<file path="src/hw/rtl/jdcq_pkg.sv">
`timescale 1ns / 1ps
// ----------------------------------------------------------------------------
// Job dispatcher package
// Shared sizes, codes and types for the per-core job queue dispatcher.
// ----------------------------------------------------------------------------
package jdcq_pkg;

  // Build sizes
  localparam int MAX_CORES   = 8;
  localparam int QUEUE_DEPTH = 64;

  // Field widths
  localparam int OP_W     = 2;
  localparam int CORE_W   = 3;
  localparam int JOB_W    = 16;
  localparam int STATUS_W = 2;
  localparam int LEN_W    = 7;

  // Configuration widths
  localparam int MODE_W     = 2;
  localparam int ACT_W      = 4;
  localparam int CFG_IDX_W  = 1;
  localparam int CFG_DATA_W = 4;

  // Derived storage sizes
  localparam int CNT_W       = $clog2(QUEUE_DEPTH + 1);
  localparam int PTR_W       = $clog2(QUEUE_DEPTH);
  localparam int ADDR_W      = CORE_W + PTR_W;
  localparam int STORE_DEPTH = 2 ** ADDR_W;

  // Configuration register indexes
  localparam logic [CFG_IDX_W-1:0] CFG_MODE   = CFG_IDX_W'(0);
  localparam logic [CFG_IDX_W-1:0] CFG_ACTIVE = CFG_IDX_W'(1);

  typedef enum logic [OP_W-1:0] {
    OP_ARRIVE = 2'd0,
    OP_TAKE   = 2'd1,
    OP_PUT    = 2'd2,
    OP_NOP    = 2'd3
  } op_e;

  typedef enum logic [STATUS_W-1:0] {
    STAT_OK    = 2'd0,
    STAT_EMPTY = 2'd1,
    STAT_FULL  = 2'd2,
    STAT_RANGE = 2'd3
  } status_e;

  typedef enum logic [MODE_W-1:0] {
    MODE_RR   = 2'd0,
    MODE_LL   = 2'd1,
    MODE_ZERO = 2'd2
  } mode_e;

  typedef enum logic [1:0] {
    S_IDLE,
    S_EXEC,
    S_READ
  } state_e;

  typedef logic [MAX_CORES-1:0][CNT_W-1:0] cnt_vec_t;
  typedef logic [MAX_CORES-1:0][PTR_W-1:0] ptr_vec_t;

  // Core choice for an arriving job
  typedef struct packed {
    logic [CORE_W-1:0] core;
    logic [CORE_W-1:0] rr_next;
  } pick_t;

  // Result transaction
  typedef struct packed {
    logic [CORE_W-1:0] core;
    logic [JOB_W-1:0]  job;
    status_e           status;
    logic [LEN_W-1:0]  len;
  } rsp_t;

  // Advance a ring pointer, wrapping at the queue depth
  function automatic logic [PTR_W-1:0] ptr_inc(input logic [PTR_W-1:0] p);
    ptr_inc = (p == PTR_W'(QUEUE_DEPTH - 1)) ? '0 : p + PTR_W'(1);
  endfunction

endpackage

</file>
<file path="src/hw/rtl/jdcq_pick.sv">
`timescale 1ns / 1ps
// ----------------------------------------------------------------------------
// Core picker
// Chooses the target core for an arriving job: round robin, shortest queue
// (lowest index on ties) or core zero, and the next round robin pointer.
// ----------------------------------------------------------------------------
module jdcq_pick (
  input  logic [jdcq_pkg::MODE_W-1:0] mode_i,
  input  logic [jdcq_pkg::ACT_W-1:0]  live_i,
  input  logic [jdcq_pkg::CORE_W-1:0] rr_i,
  input  jdcq_pkg::cnt_vec_t          cnt_i,
  output jdcq_pkg::pick_t             pick_o
);
  import jdcq_pkg::*;

  logic [CORE_W-1:0] rr_core;
  logic [ACT_W-1:0]  rr_inc;
  logic [CORE_W-1:0] best;

  // Round robin: restart at core zero when the pointer lies past the active set
  always_comb begin
    rr_core = (ACT_W'(rr_i) < live_i) ? rr_i : '0;
    rr_inc  = ACT_W'(rr_core) + ACT_W'(1);
  end

  // Shortest queue among the active cores, keep the lowest index on ties
  always_comb begin
    best = '0;
    for (int i = 1; i < MAX_CORES; i++) begin
      if ((ACT_W'(i) < live_i) && (cnt_i[i] < cnt_i[best])) begin
        best = CORE_W'(i);
      end
    end
  end

  // Select by mode
  always_comb begin
    pick_o.rr_next = (rr_inc >= live_i) ? '0 : rr_inc[CORE_W-1:0];
    case (mode_i)
      MODE_RR: pick_o.core = rr_core;
      MODE_LL: pick_o.core = best;
      default: pick_o.core = '0;
    endcase
  end

endmodule

</file>
<file path="config.mk">
export PLATFORM = sky130hd
export DESIGN_NAME = jdcq_pick
export DESIGN_NICKNAME = d
export VERILOG_FILES = /design/src/hw/rtl/jdcq_pkg.sv /design/src/hw/rtl/jdcq_pick.sv
export SDC_FILE = /design/constraint.sdc
export NUM_CORES = 1
export LEC_CHECK = 0
export BUFFER_PORTS_ARGS = -buffer_cell sky130_fd_sc_hd__buf_2
export CELL_PAD_IN_SITES_DETAIL_PLACEMENT = 2
export CELL_PAD_IN_SITES_GLOBAL_PLACEMENT = 2
export CORE_ASPECT_RATIO = 0.7
export CORE_UTILIZATION = 33
export DETAILED_ROUTE_END_ITERATION = 12
export PLACE_DENSITY = 0.9
export SYNTH_ARGS = -nofsm -noshare
export SYNTH_HDL_FRONTEND = slang
export SYNTH_SLANG_ARGS = --single-unit
</file>
<file path="constraint.sdc">
create_clock -name vclk -period 77.7
set_input_delay 19.425 -clock vclk [all_inputs]
set_output_delay 19.425 -clock vclk [all_outputs]
set_load 0.05 [all_outputs]
</file>
==> impl_metrics.csv <==
group,metric,value,unit
outcome,outcome,"completed",
global_routing,grt_max_degree,18,
drt,drtAntennaViolNets,0,
min_path,hp-class,"in2out",
floorplanning,dieArea,8490,sq um
finish,nClkBuffers,0,
yosys,yosys.area_share.adder,22.9,%
finish,seq_cells,0,
pwr,powerDensity,27.6,nW/um^2
floorplanning,rows,27,
global_routing,grt_pass1_vias,3819,
worst_setup_path,crit_fanout,17,
worst_setup_path,critPathMaxStageDelay,0.92,ns
timing,finalMaxSlewViolations,0,
floorplanning,boundaryPins,71,
worst_setup_path,worstPathArrival,36.26,ns
finish,syn_to_final_growth,16.0,%
global_routing,antenna_found_initial,0,
placed_design,globalplace.congestion,0.913,
yosys,syn_nets,493,
timing,setup_viol,0,
timing,hold_violations,0,
worst_setup_path,crit_type,"in2out",
clocking,cts_hold_buf,0,
yosys,ys_warn_count,0,
yosys,synth_top_family_by_area,"compound AO/OA/AOI/OAI gates",
timing,tightest_slew,1.09,ns
worst_setup_path,start_kind,"primary input",
finish,antenna_cells,0,
finish,multi_input_area,2510,sq um
floorplanning,core-area,7870,sq um
timing,grt_setup_unrepaired,"no",
finish,nFillCells,977,
floorplanning,die_h,77.4,microns
drt,routed_wl,12.7,mm
yosys,muxShareOfSynthArea,6.68,%
drt,viasPerCell,6.39,
pwr,p_leak,1.49,nW
global_routing,grt.overflow.total,0,
yosys,synth_compound_area_share,41.3,%
drt,routedWlPerCell,23.6,microns
clocking,post_cts_buffers,0,
drt,drt_iter0_drc,187,
timing,period_share,71.7,%
timing,relSlewSlack,26.9,%
placed_design,io_buffers,71,
global_routing,grt_pass1_wl,19.5,mm
job,drv_cap,0,
drt,num_vias,3449,
finish,post-route-util,39.5,%
worst_setup_path,cp_slowest_cell,"nor2_1",
timing,final.min_clock_period,55.69,ns
finish,layout.nets,555,
drt,drc,0,
global_routing,grt_usage,29.8,%
worst_setup_path,cp.required,58.28,ns
finish,drive_gt1_share,21.9,%
floorplanning,die_w,110,microns
finish,regArea,0,sq um
timing,setup_tns,0,ns
pwr,irDropWorstVdd,0.00845,mV
yosys,synthXorXnorAreaFrac,0.327,%
worst_setup_path,crit_family,"compound AO/OA/AOI/OAI gates",
yosys,yosysUniqueCellTypes,65,
clocking,cts_resized,0,
worst_setup_path,endpoint_kind,"output port",
placed_design,dp_hpwl,11.1,mm
yosys,seq_area_frac_synth,0,%
worst_setup_path,worst-path-buf-inv,4,
drt,dr.pass1.iters,5,
yosys,syn-cell-area,2680,sq um
floorplanning,initial_core_util,34.0,%
yosys,synthSimpleGateAreaFrac,22.5,%
worst_setup_path,cp_common_cell,"ha_1",
yosys,avgSynthCellArea,7.07,sq um
yosys,syn_inst,379,
timing,fmax,18.0,MHz
cells in the final DEF, fill, tap and decap left out, types with 7 or more instances in the layout:
cell	instances
a211oi_1	13
a21o_1	13
a21oi_1	44
buf_2	71
ha_1	49
inv_1	29
mux2i_1	13
nand2_1	35
nand3_1	9
nand4_1	7
nor2_1	28
nor2b_1	7
o21ai_0	19
final cells by class:
type	instances	area share [%]
well taps	101	4.06
inverters	29	3.50
multi-input cells	338	80.8
repair buffers	72	11.7
path summary, 6_finish.rpt:
check	from	endpoint	slack, ns	depth (start not counted)
worst max-delay path	cnt_i[6]	pick_o[5]	22.01	60
worst min-delay path	mode_i[1]	pick_o[4]	39.20	3
power by group:
part | internal (mW) | switching (mW) | total, mW
Clock | 0 | 0 | 0
Combinational | 0.0308 | 0.0549 | 0.0857
Sequential | 0 | 0 | 0
Total | 0.0308 | 0.0549 | 0.0857
cell families after synthesis:
logic type	Yosys count
and+or+nand+nor	119
buffers and inverters	41
xor gates and xnor gates	1
AOI/OAI and AO/OA	152
adders and majority gates	49
muxes	17
routing by layer:
metal | global-route usage, % | part of all wire (%)
met4 | 6.40 | 1.7
met2 | 53.6 | 48
met5 | 0 | 0
met1 | 38.0 | 45
met3 | 2.77 | 5.0
Yosys cell counts (all sizes together), types with 3 or more instances:
| cell | count | area (sq um) |
|---|---|---|
| nand2b | 5 | 31.3 |
| o211ai | 5 | 37.5 |
| nor2b | 7 | 43.8 |
| a21oi | 45 | 236 |
| a311o | 3 | 31.3 |
| ha | 49 | 613 |
| o21a | 3 | 22.5 |
| clkbuf | 7 | 26.3 |
| or2 | 4 | 25.0 |
| nor2 | 28 | 105 |
| inv | 29 | 109 |
| nand4 | 7 | 43.8 |
| o21ai | 23 | 115 |
| nor3 | 7 | 45.0 |
| a311oi | 5 | 50.0 |
| a211oi | 15 | 130 |
| a211o | 3 | 26.3 |
| nand2 | 36 | 138 |
| and2 | 5 | 31.3 |
| a31oi | 6 | 43.8 |
| a31o | 3 | 26.3 |
| buf | 5 | 33.8 |
| a21o | 13 | 97.6 |
| nand3 | 9 | 45.0 |
| o221ai | 3 | 32.5 |
| a2bb2oi | 3 | 26.3 |
| mux2 | 4 | 48.8 |
| and3 | 4 | 25.0 |
| mux2i | 13 | 130 |
metrics by stage:
stage          instances  power, mW  area, sq um  hold slack, ns  worst slack, ns
2_1_floorplan        379     0.0600         2680           39.03            25.15
3_3_place_gp         540     0.0768         3110           39.19            23.35
3_5_place_dp         540     0.0833         3110           39.20            22.40
4_1_cts              540     0.0839         3110           39.20            22.36
5_1_grt              540     0.0921         3110           39.21            21.07
6_report             540     0.0857         3110           39.20            22.01
(Power assumes the default switching activity.)
